File: src/sv/mbt_pkg.sv
// Package for the mobility binding table: command codes, routes, queue
// and table entry types shared by the front end, queue and table engine.
// No dependencies.
package mbt_pkg;

    // Input kind codes
    localparam logic [2:0] KIND_REQUEST = 3'd0;
    localparam logic [2:0] KIND_REPLY   = 3'd1;
    localparam logic [2:0] KIND_PLAIN   = 3'd2;
    localparam logic [2:0] KIND_ENCAP   = 3'd3;
    localparam logic [2:0] KIND_TICK    = 3'd4;

    // Route codes of a result
    localparam logic [2:0] ROUTE_REQUEST   = 3'd0;
    localparam logic [2:0] ROUTE_REPLY     = 3'd1;
    localparam logic [2:0] ROUTE_TUNNEL    = 3'd2;
    localparam logic [2:0] ROUTE_NO_TUNNEL = 3'd3;
    localparam logic [2:0] ROUTE_REWRITTEN = 3'd4;
    localparam logic [2:0] ROUTE_DROPPED   = 3'd5;
    localparam logic [2:0] ROUTE_TICK      = 3'd6;

    localparam logic [7:0]  PROTO_UDP         = 8'd17;
    localparam logic [15:0] PORT_REGISTRATION = 16'd434;
    localparam logic [7:0]  REPLY_ACCEPTED    = 8'd1;

    // Command queue between front end and table engine
    localparam int QUEUE_DEPTH = 2;
    localparam int QUEUE_AW    = 1;

    typedef enum logic [2:0] {
        OP_REQ,
        OP_REPLY_DEL,
        OP_REPLY_KEEP,
        OP_PLAIN,
        OP_ENCAP,
        OP_TICK,
        OP_DROP
    } t_op;

    typedef struct packed {
        t_op         op;
        logic [31:0] addr;
        logic [31:0] care_of;
        logic [15:0] life;
    } t_cmd;

    typedef struct packed {
        logic        valid;
        logic [31:0] home;
        logic [31:0] care_of;
        logic [15:0] remaining;
    } t_entry;

endpackage

File: src/sv/mobility_binding_table_core.sv
// Top level of the home-agent mobility binding table.
// Depends on mbt_pkg, mbt_front, mbt_cmd_fifo and mbt_engine.
//
// Channel   | Ports                                         | Transfer
// ----------+-----------------------------------------------+------------------------
// command   | start, busy, i_kind .. i_udp_dest_port        | start && !busy at edge
// result    | o_valid, o_route, o_outer_*, o_table_full     | o_valid, one cycle
//
// Table pass: an item that touches the table (registration request, denied
// reply, plain or encapsulated packet, tick) makes the engine walk every
// entry, then take an insert step for a registration that is stored; the binding
// memory is read one entry per cycle. Other items go straight to the finish state.
// Reset: synchronous, active low; afterwards the engine clears the table
// entry by entry, during which busy is high.
// Stalls: busy rises only when the command queue is full or while clearing;
// the receiver cannot stall, so results leave as soon as they are formed.
module mobility_binding_table_core
    import mbt_pkg::*;
#(
    parameter int TABLE_DEPTH = 16
) (
    input  logic        i_clk,
    input  logic        i_rst_n,
    input  logic        start,
    output logic        busy,
    input  logic [2:0]  i_kind,
    input  logic [31:0] i_lookup_address,
    input  logic [31:0] i_care_of_address,
    input  logic [15:0] i_lifetime,
    input  logic [7:0]  i_reply_code,
    input  logic [7:0]  i_ip_protocol,
    input  logic [15:0] i_udp_dest_port,
    output logic        o_valid,
    output logic [2:0]  o_route,
    output logic [31:0] o_outer_destination,
    output logic [31:0] o_outer_source,
    output logic        o_table_full
);

    logic push;
    t_cmd push_cmd;
    logic q_full;
    logic q_empty;
    t_cmd q_head;
    logic pop;
    logic clearing;

    // Hold off new commands while the queue is full or the table clears
    assign busy = q_full || clearing;

    // Classify the command and hand it to the queue
    mbt_front u_front (
        .i_start           (start),
        .i_ready           (!busy),
        .i_kind            (i_kind),
        .i_lookup_address  (i_lookup_address),
        .i_care_of_address (i_care_of_address),
        .i_lifetime        (i_lifetime),
        .i_reply_code      (i_reply_code),
        .i_ip_protocol     (i_ip_protocol),
        .i_udp_dest_port   (i_udp_dest_port),
        .o_push            (push),
        .o_cmd             (push_cmd)
    );

    // Decouple acceptance from the table pass
    mbt_cmd_fifo u_queue (
        .i_clk   (i_clk),
        .i_rst_n (i_rst_n),
        .i_push  (push),
        .i_cmd   (push_cmd),
        .i_pop   (pop),
        .o_full  (q_full),
        .o_empty (q_empty),
        .o_head  (q_head)
    );

    // Walk the table for each command that needs it and drive the result
    mbt_engine #(
        .TABLE_DEPTH (TABLE_DEPTH)
    ) u_engine (
        .i_clk               (i_clk),
        .i_rst_n             (i_rst_n),
        .i_empty             (q_empty),
        .i_head              (q_head),
        .o_pop               (pop),
        .o_clearing          (clearing),
        .o_valid             (o_valid),
        .o_route             (o_route),
        .o_outer_destination (o_outer_destination),
        .o_outer_source      (o_outer_source),
        .o_table_full        (o_table_full)
    );

endmodule

File: src/sv/mbt_front.sv
// Front end of the binding table: classifies an incoming item into a
// table command and pushes it to the command queue. Uses mbt_pkg.
module mbt_front
    import mbt_pkg::*;
(
    input  logic        i_start,
    input  logic        i_ready,
    input  logic [2:0]  i_kind,
    input  logic [31:0] i_lookup_address,
    input  logic [31:0] i_care_of_address,
    input  logic [15:0] i_lifetime,
    input  logic [7:0]  i_reply_code,
    input  logic [7:0]  i_ip_protocol,
    input  logic [15:0] i_udp_dest_port,
    output logic        o_push,
    output t_cmd        o_cmd
);

    t_op op;

    always_comb begin
        case (i_kind)
            KIND_REQUEST: begin
                if (i_ip_protocol == PROTO_UDP && i_udp_dest_port == PORT_REGISTRATION) begin
                    op = OP_REQ;
                end else begin
                    op = OP_DROP;
                end
            end
            KIND_REPLY: begin
                op = (i_reply_code != REPLY_ACCEPTED) ? OP_REPLY_DEL : OP_REPLY_KEEP;
            end
            KIND_PLAIN: op = OP_PLAIN;
            KIND_ENCAP: op = OP_ENCAP;
            KIND_TICK:  op = OP_TICK;
            default:    op = OP_DROP;
        endcase
    end

    assign o_push        = i_start && i_ready;
    assign o_cmd.op      = op;
    assign o_cmd.addr    = i_lookup_address;
    assign o_cmd.care_of = i_care_of_address;
    assign o_cmd.life    = i_lifetime;

endmodule

File: src/sv/mbt_cmd_fifo.sv
// Short command queue between the front end and the table engine.
// Uses mbt_pkg for the command type and depth.
module mbt_cmd_fifo
    import mbt_pkg::*;
(
    input  logic i_clk,
    input  logic i_rst_n,
    input  logic i_push,
    input  t_cmd i_cmd,
    input  logic i_pop,
    output logic o_full,
    output logic o_empty,
    output t_cmd o_head
);

    localparam logic [QUEUE_AW-1:0] PTR_LAST = QUEUE_AW'(QUEUE_DEPTH - 1);

    t_cmd                r_buf [QUEUE_DEPTH];
    logic [QUEUE_AW-1:0] r_wr_ptr;
    logic [QUEUE_AW-1:0] r_rd_ptr;
    logic [QUEUE_AW:0]   r_count;

    logic do_push;
    logic do_pop;

    assign o_full  = (r_count == (QUEUE_AW + 1)'(QUEUE_DEPTH));
    assign o_empty = (r_count == '0);
    assign o_head  = r_buf[r_rd_ptr];
    assign do_push = i_push && !o_full;
    assign do_pop  = i_pop && !o_empty;

    always_ff @(posedge i_clk) begin
        if (!i_rst_n) begin
            r_wr_ptr <= '0;
            r_rd_ptr <= '0;
            r_count  <= '0;
        end else begin
            if (do_push) begin
                r_wr_ptr <= (r_wr_ptr == PTR_LAST) ? '0 : r_wr_ptr + 1'b1;
            end
            if (do_pop) begin
                r_rd_ptr <= (r_rd_ptr == PTR_LAST) ? '0 : r_rd_ptr + 1'b1;
            end
            if (do_push && !do_pop) begin
                r_count <= r_count + 1'b1;
            end else if (do_pop && !do_push) begin
                r_count <= r_count - 1'b1;
            end
        end
    end

    always_ff @(posedge i_clk) begin
        if (do_push) begin
            r_buf[r_wr_ptr] <= i_cmd;
        end
    end

endmodule

File: src/sv/mbt_engine.sv
// Table engine: holds the binding memory and carries out one command at a time,
// walking the table for those that need it (lookup, remove, insert, lifetime countdown). Uses mbt_pkg.
module mbt_engine
    import mbt_pkg::*;
#(
    parameter int TABLE_DEPTH = 16
) (
    input  logic        i_clk,
    input  logic        i_rst_n,
    input  logic        i_empty,
    input  t_cmd        i_head,
    output logic        o_pop,
    output logic        o_clearing,
    output logic        o_valid,
    output logic [2:0]  o_route,
    output logic [31:0] o_outer_destination,
    output logic [31:0] o_outer_source,
    output logic        o_table_full
);

    localparam int IW = (TABLE_DEPTH > 1) ? $clog2(TABLE_DEPTH) : 1;
    localparam logic [IW-1:0] IDX_LAST = IW'(TABLE_DEPTH - 1);

    typedef enum logic [2:0] {
        S_CLEAR,
        S_IDLE,
        S_SCAN,
        S_FIN,
        S_INS
    } t_state;

    t_state        r_state;
    t_cmd          r_cmd;
    logic [IW-1:0] r_idx;
    logic          r_issue;
    logic          r_chk_vld;
    logic [IW-1:0] r_chk_idx;
    logic          r_chk_last;
    logic          r_found;
    logic [IW-1:0] r_match_idx;
    logic [31:0]   r_match_coa;
    logic          r_free_found;
    logic [IW-1:0] r_free_idx;
    logic          r_out_vld;
    logic [2:0]    r_route;
    logic [31:0]   r_odst;
    logic [31:0]   r_osrc;
    logic          r_full;

    t_entry        mem [TABLE_DEPTH];
    t_entry        r_rdata;

    logic          mem_we;
    logic [IW-1:0] mem_waddr;
    t_entry        mem_wdata;
    logic [IW-1:0] ins_idx;
    logic          have_slot;
    logic          table_op;

    // Lowest free entry once the old binding is gone
    assign ins_idx   = (r_found && (!r_free_found || r_match_idx < r_free_idx))
                       ? r_match_idx : r_free_idx;
    assign have_slot = r_found || r_free_found;
    assign table_op  = (i_head.op == OP_REQ) || (i_head.op == OP_REPLY_DEL) ||
                       (i_head.op == OP_PLAIN) || (i_head.op == OP_ENCAP) ||
                       (i_head.op == OP_TICK);

    assign o_pop      = (r_state == S_IDLE) && !i_empty;
    assign o_clearing = (r_state == S_CLEAR);

    always_comb begin
        mem_we    = 1'b0;
        mem_waddr = r_idx;
        mem_wdata = '0;
        case (r_state)
            S_CLEAR: begin
                mem_we = 1'b1;
            end
            S_SCAN: begin
                if (r_chk_vld && r_cmd.op == OP_TICK && r_rdata.valid) begin
                    mem_we              = 1'b1;
                    mem_waddr           = r_chk_idx;
                    mem_wdata.valid     = (r_rdata.remaining > 16'd1);
                    mem_wdata.home      = r_rdata.home;
                    mem_wdata.care_of   = r_rdata.care_of;
                    mem_wdata.remaining = (r_rdata.remaining > 16'd1)
                                          ? r_rdata.remaining - 16'd1 : 16'd0;
                end
            end
            S_FIN: begin
                if (r_found && (r_cmd.op == OP_REQ || r_cmd.op == OP_REPLY_DEL)) begin
                    mem_we    = 1'b1;
                    mem_waddr = r_match_idx;
                end
            end
            S_INS: begin
                mem_we              = 1'b1;
                mem_waddr           = ins_idx;
                mem_wdata.valid     = 1'b1;
                mem_wdata.home      = r_cmd.addr;
                mem_wdata.care_of   = r_cmd.care_of;
                mem_wdata.remaining = r_cmd.life;
            end
            default: begin
                mem_we = 1'b0;
            end
        endcase
    end

    always_ff @(posedge i_clk) begin
        if (mem_we) begin
            mem[mem_waddr] <= mem_wdata;
        end
        r_rdata <= mem[r_idx];
    end

    always_ff @(posedge i_clk) begin
        if (!i_rst_n) begin
            r_state   <= S_CLEAR;
            r_idx     <= '0;
            r_issue   <= 1'b0;
            r_chk_vld <= 1'b0;
            r_out_vld <= 1'b0;
        end else begin
            r_out_vld <= 1'b0;
            case (r_state)
                S_CLEAR: begin
                    if (r_idx == IDX_LAST) begin
                        r_idx   <= '0;
                        r_state <= S_IDLE;
                    end else begin
                        r_idx <= r_idx + 1'b1;
                    end
                end
                S_IDLE: begin
                    if (!i_empty) begin
                        r_cmd        <= i_head;
                        r_found      <= 1'b0;
                        r_free_found <= 1'b0;
                        r_idx        <= '0;
                        if (table_op) begin
                            r_issue <= 1'b1;
                            r_state <= S_SCAN;
                        end else begin
                            r_state <= S_FIN;
                        end
                    end
                end
                S_SCAN: begin
                    r_chk_vld  <= r_issue;
                    r_chk_idx  <= r_idx;
                    r_chk_last <= (r_idx == IDX_LAST);
                    if (r_issue) begin
                        if (r_idx == IDX_LAST) begin
                            r_issue <= 1'b0;
                        end else begin
                            r_idx <= r_idx + 1'b1;
                        end
                    end
                    if (r_chk_vld) begin
                        if (r_rdata.valid && r_rdata.home == r_cmd.addr && !r_found) begin
                            r_found     <= 1'b1;
                            r_match_idx <= r_chk_idx;
                            r_match_coa <= r_rdata.care_of;
                        end
                        if (!r_rdata.valid && !r_free_found) begin
                            r_free_found <= 1'b1;
                            r_free_idx   <= r_chk_idx;
                        end
                        if (r_chk_last) begin
                            r_state <= S_FIN;
                        end
                    end
                end
                S_FIN: begin
                    r_odst  <= '0;
                    r_osrc  <= '0;
                    r_full  <= 1'b0;
                    r_state <= S_IDLE;
                    r_out_vld <= 1'b1;
                    case (r_cmd.op)
                        OP_REQ: begin
                            r_route <= ROUTE_REQUEST;
                            if (r_cmd.life != '0) begin
                                if (have_slot) begin
                                    r_out_vld <= 1'b0;
                                    r_state   <= S_INS;
                                end else begin
                                    r_full <= 1'b1;
                                end
                            end
                        end
                        OP_REPLY_DEL, OP_REPLY_KEEP: r_route <= ROUTE_REPLY;
                        OP_PLAIN: r_route <= r_found ? ROUTE_TUNNEL : ROUTE_NO_TUNNEL;
                        OP_ENCAP: begin
                            if (r_found) begin
                                r_route <= ROUTE_REWRITTEN;
                                r_odst  <= r_match_coa;
                                r_osrc  <= r_cmd.addr;
                            end else begin
                                r_route <= ROUTE_DROPPED;
                            end
                        end
                        OP_TICK: r_route <= ROUTE_TICK;
                        default: r_route <= ROUTE_DROPPED;
                    endcase
                end
                S_INS: begin
                    r_out_vld <= 1'b1;
                    r_state   <= S_IDLE;
                end
                default: begin
                    r_state <= S_IDLE;
                end
            endcase
        end
    end

    assign o_valid             = r_out_vld;
    assign o_route             = r_route;
    assign o_outer_destination = r_odst;
    assign o_outer_source      = r_osrc;
    assign o_table_full        = r_full;

endmodule

File: config.mk
export PLATFORM = sky130hd
export DESIGN_NAME = mobility_binding_table_core
export DESIGN_NICKNAME = d
export VERILOG_FILES = /design/src/sv/mbt_pkg.sv /design/src/sv/mobility_binding_table_core.sv /design/src/sv/mbt_front.sv /design/src/sv/mbt_cmd_fifo.sv /design/src/sv/mbt_engine.sv
export SDC_FILE = /design/constraint.sdc
export NUM_CORES = 2
export LEC_CHECK = 0
export BUFFER_PORTS_ARGS = -buffer_cell sky130_fd_sc_hd__buf_2
export CORE_MARGIN = 10
export CORE_UTILIZATION = 43
export DETAILED_ROUTE_END_ITERATION = 10
export PLACE_DENSITY = 0.72
export SLEW_MARGIN = 10
export SYNTH_ARGS = -nofsm -noshare
export SYNTH_HDL_FRONTEND = slang
export SYNTH_SLANG_ARGS = --single-unit
export TNS_END_PERCENT = 30
File: constraint.sdc
create_clock -name i_clk -period 10.1 [get_ports i_clk]
set_input_delay 0 -clock i_clk [delete_from_list [all_inputs] [get_ports i_clk]]
set_output_delay 0 -clock i_clk [all_outputs]
set_load 0.005 [all_outputs]
==> impl_metrics.csv <==
group,metric,value,unit
worst_setup_path,cp-start-kind,"flop",
sta,finalHoldViolCount,0,
grt,grt_use_total,17.12,%
placed_design,dpl_cell_area,0.06896,mm^2
final_layout,layout_common_cells,"edfxtp_1 (1660), mux4_2 (405), buf_2 (187)",
sta,finalClockSkew,0.05445,ns
worst_setup_path,r2r_end,"u_engine.mem[1][45]$_DFFE_PP_",
die,rows,143,
yosys,synth_seq_area_share,79.18,%
clocking,htreeDepth,4,
pwr,power_leakage,22.23,nW
pwr,p_seq_share,53.4,%
final_layout,drive_gt1_share,30.47,%
pwr,switchingPower,3.207,mW
placed_design,portBuffers,187,
yosys,syn_inst,2826,
route,ant_nets,0,
worst_setup_path,r2r_setup_slack,5.05,ns
yosys,synthFlopType,"edfxtp_1",
worst_setup_path,endpoint_kind,"flop",
yosys,yosys-top-cells-area,"edfxtp_1 (76%), mux4_2 (14%), dfxtp_1 (2.9%), mux2_2 (1.5%), a22o_1 (0.87%)",
route,drt_wl_total,144800,um
final_layout,nNetsFinal,3414,
die,initial_utilization,43.14,%
grt,grtUsageMet2,28.60,%
sta,min_period,5.048,ns
placed_design,place_hpwl,76660,um
yosys,yosysTopAreaCell,"edfxtp_1",
die,die_h,409.9,um
die,dieArea,0.1681,mm^2
worst_setup_path,worstReg2RegStart,"u_engine.r_state[1]$_SDFFE_PN0P_",
placed_design,place_congestion,0.7696,
final_layout,post-route-util,50.48,%
die,coreArea,0.1515,mm^2
grt,grt_max_degree,115,
worst_setup_path,reg2regPathDepth,8,
final_layout,multi_input_area,0.01317,mm^2
grt,antenna_found_initial,5,
placed_design,dp.cells,4974,
sta,rsz0062_at_grt,"false",
hold_path,hold_end,"u_engine.r_idx[2]$_SDFFE_PN0P_",
final_layout,nFillCells,11620,
grt,busiest_layer,"met2",
worst_setup_path,critPathRequiredTime,10.51,ns
sta,tightest_slew,1.258,ns
pwr,p_int,12.16,mW
yosys,avgSynthCellArea,23.14,um^2
pwr,swShare,20.88,%
worst_setup_path,arrival,5.45,ns
pwr,p_per_area,200.8,mW/mm^2
grt,grt_pass1_vias,32240,
job,max_cap_viol_count,0,
clocking,cts_tree,"built",
sta,max_freq,198.1,MHz
worst_setup_path,path_max_fanout,57,
yosys,synth_cell_types,61,
die,io_pins,188,
clocking,insertion_delay,0.80,ns
yosys,synthesis.area,0.06538,mm^2
sta,slew_viol_final,0,
worst_setup_path,crit_type,"flop to flop",
pwr,peakVddDrop,165.8,uV
yosys,synth-seq-cells,1756,
yosys,synth.top_cell.area_share,76.24,%
clocking,cts_max_path_buffers,3,
grt,overflow,0,
final_layout,finalNonFillerCells,5474,
hold_path,holdPathStages,3,
yosys,synth_edf_count,1660,
final_layout,areaGrowthSynthToFinish,17.00,%
route,drc,0,
clocking,cts_root_buf,"clkbuf_16",
outcome,status,"finished clean",
hold_path,worstHoldStart,"i_rst_n",
sta,maxSlewHeadroom,16.11,%
route,viasPerCell,5.591,
pwr,clkPwrFrac,42.1,%
final_layout,register_area,0.05179,mm^2
yosys,ys_warn_count,0,
clocking,numClockSinks,1756,
clocking,cts_buffers,172,
route,wire_per_inst,26.45,um
route,vias,30610,
clocking,path_clk_slew,0.06,ns
die,die_w,409.9,um
grt,use_met1,23.02,%
yosys,postSynth.asyncResetShare,0,%
pwr,totalPowerFinal,15.36,mW
sta,fin_crit_sh,49.98,%
yosys,syn_nets,2951,
route,drt_iter0_markers,3279,
hold_path,min_path_type,"input port to flop",
pwr,pwr-share-comb,4.5,%
sta,hold_ws,0.1886,ns
final_layout,final_common_cell,"edfxtp_1",
sta,setup_viol,0,
final_layout,fin_area,0.07650,mm^2
route,drt_first_pass_iters,5,
grt,grt_pass1_wl,216200,um
grt,grt_use_met3,3.419,%
sequential cells by signal, summed over array words and instances (netlist names), 2 cells and up, named ones only:
register	flops
u_engine.mem	1296
u_engine.o_outer_destination	32
u_engine.o_outer_source	32
u_engine.o_route	3
u_engine.r_chk_idx	4
u_engine.r_cmd	83
u_engine.r_free_idx	4
u_engine.r_idx	4
u_engine.r_match_coa	32
u_engine.r_match_idx	4
u_engine.r_rdata	81
u_engine.r_state	3
u_queue.r_buf	166
u_queue.r_count	2
critical path, cell delays in order, from the launching register on:
cell and delay (ns):
dfxtp_1 0.60, inv_2 0.17, nor4_4 0.89, nor2_2 0.15
a222oi_1 0.46, o21ai_2 0.27, nor4b_2 0.71, buf_4 0.45
buf_4 0.84
cell type report:
type / count / share of cell area [%]
flip-flops and latches: 1756 / 67.70
inverters: 14 / 0.07196
diodes: 5 / 0.01636
clock buffers: 240 / 6.249
repair buffers: 420 / 4.102
multi-input cells: 925 / 17.22
well taps: 2030 / 3.320
clock inverters: 84 / 1.326
metal layers:
layer	up-vias	wire [um]
met1	16360	58580
met4	4	2764
met2	1211	73420
li1	12840	-
met5	-	27
met3	194	9973
what timing repair did:
| item | in CTS | in global routing |
|---|---|---|
| buffers inserted | 0 | 0 |
| resized for setup | 0 | 0 |
| endpoints found under the hold margin | 188 | 0 |
| hold buffers | 171 | 0 |
cells in the mapped netlist (10+ instances only):
| cell type | number |
|---|---|
| o21ai_0 | 18 |
| dfxtp_1 | 96 |
| a21oi_1 | 10 |
| o21ai_1 | 11 |
| and2_1 | 70 |
| edfxtp_1 | 1660 |
| xor2_1 | 19 |
| nand2_1 | 42 |
| buf_1 | 18 |
| mux2_2 | 85 |
| nor2_1 | 26 |
| nor4b_1 | 10 |
| a22o_1 | 65 |
| nand3_1 | 10 |
| nor4_1 | 16 |
| clkbuf_1 | 76 |
| nand4_1 | 11 |
| mux4_2 | 405 |
| xnor2_1 | 30 |
| buf_2 | 37 |
| inv_1 | 13 |
| nor3_1 | 21 |
stage by stage:
| stage | setup TNS, ns | setup slack [ns] |
|---|---|---|
| after floorplan | -412.89 | -0.6772 |
| after global placement | 0 | 5.439 |
| after detailed placement | 0 | 5.150 |
| after CTS | 0 | 5.150 |
| after global routing | 0 | 4.771 |
| final | 0 | 5.052 |
cells by family after synthesis:
| group | synth area share (%) |
|---|---|
| xor+xnor | 0.6564 |
| simple gates | 2.128 |
| flops | 79.18 |
| buf+inv | 0.9032 |
| mux | 15.43 |
| compound gates | 1.569 |
| fa+ha+maj | 0.1339 |
power groups by stage:
stage	clock [mW]	sequential [mW]	combinational, mW
5_1_grt	6.88	8.21	0.740
3_5_place_dp	0	8.35	0.647
2_1_floorplan	0	8.31	0.460
4_1_cts	6.59	8.20	0.705
3_3_place_gp	0	8.34	0.639
6_report	6.47	8.20	0.692
worst max-delay path by stage:
stage	slack, ns	endpoint	cells past startpoint	startpoint
6_report	5.05	u_engine.mem[1][45]$_DFFE_PP_	8	u_engine.r_state[1]$_SDFFE_PN0P_
3_5_place_dp	5.15	u_engine.mem[1][54]$_DFFE_PP_	8	u_engine.r_state[1]$_SDFFE_PN0P_
5_1_grt	4.77	u_engine.mem[0][58]$_DFFE_PP_	8	u_engine.r_state[1]$_SDFFE_PN0P_
2_1_floorplan	-0.68	u_engine.mem[0][0]$_DFFE_PP_	7	u_engine.r_match_idx[1]$_DFFE_PP_
3_3_place_gp	5.44	u_engine.mem[0][55]$_DFFE_PP_	8	u_engine.r_state[1]$_SDFFE_PN0P_
4_1_cts	5.15	u_engine.mem[1][39]$_DFFE_PP_	8	u_engine.r_state[1]$_SDFFE_PN0P_
No activity file was read; power rests on OpenSTA's default activity.
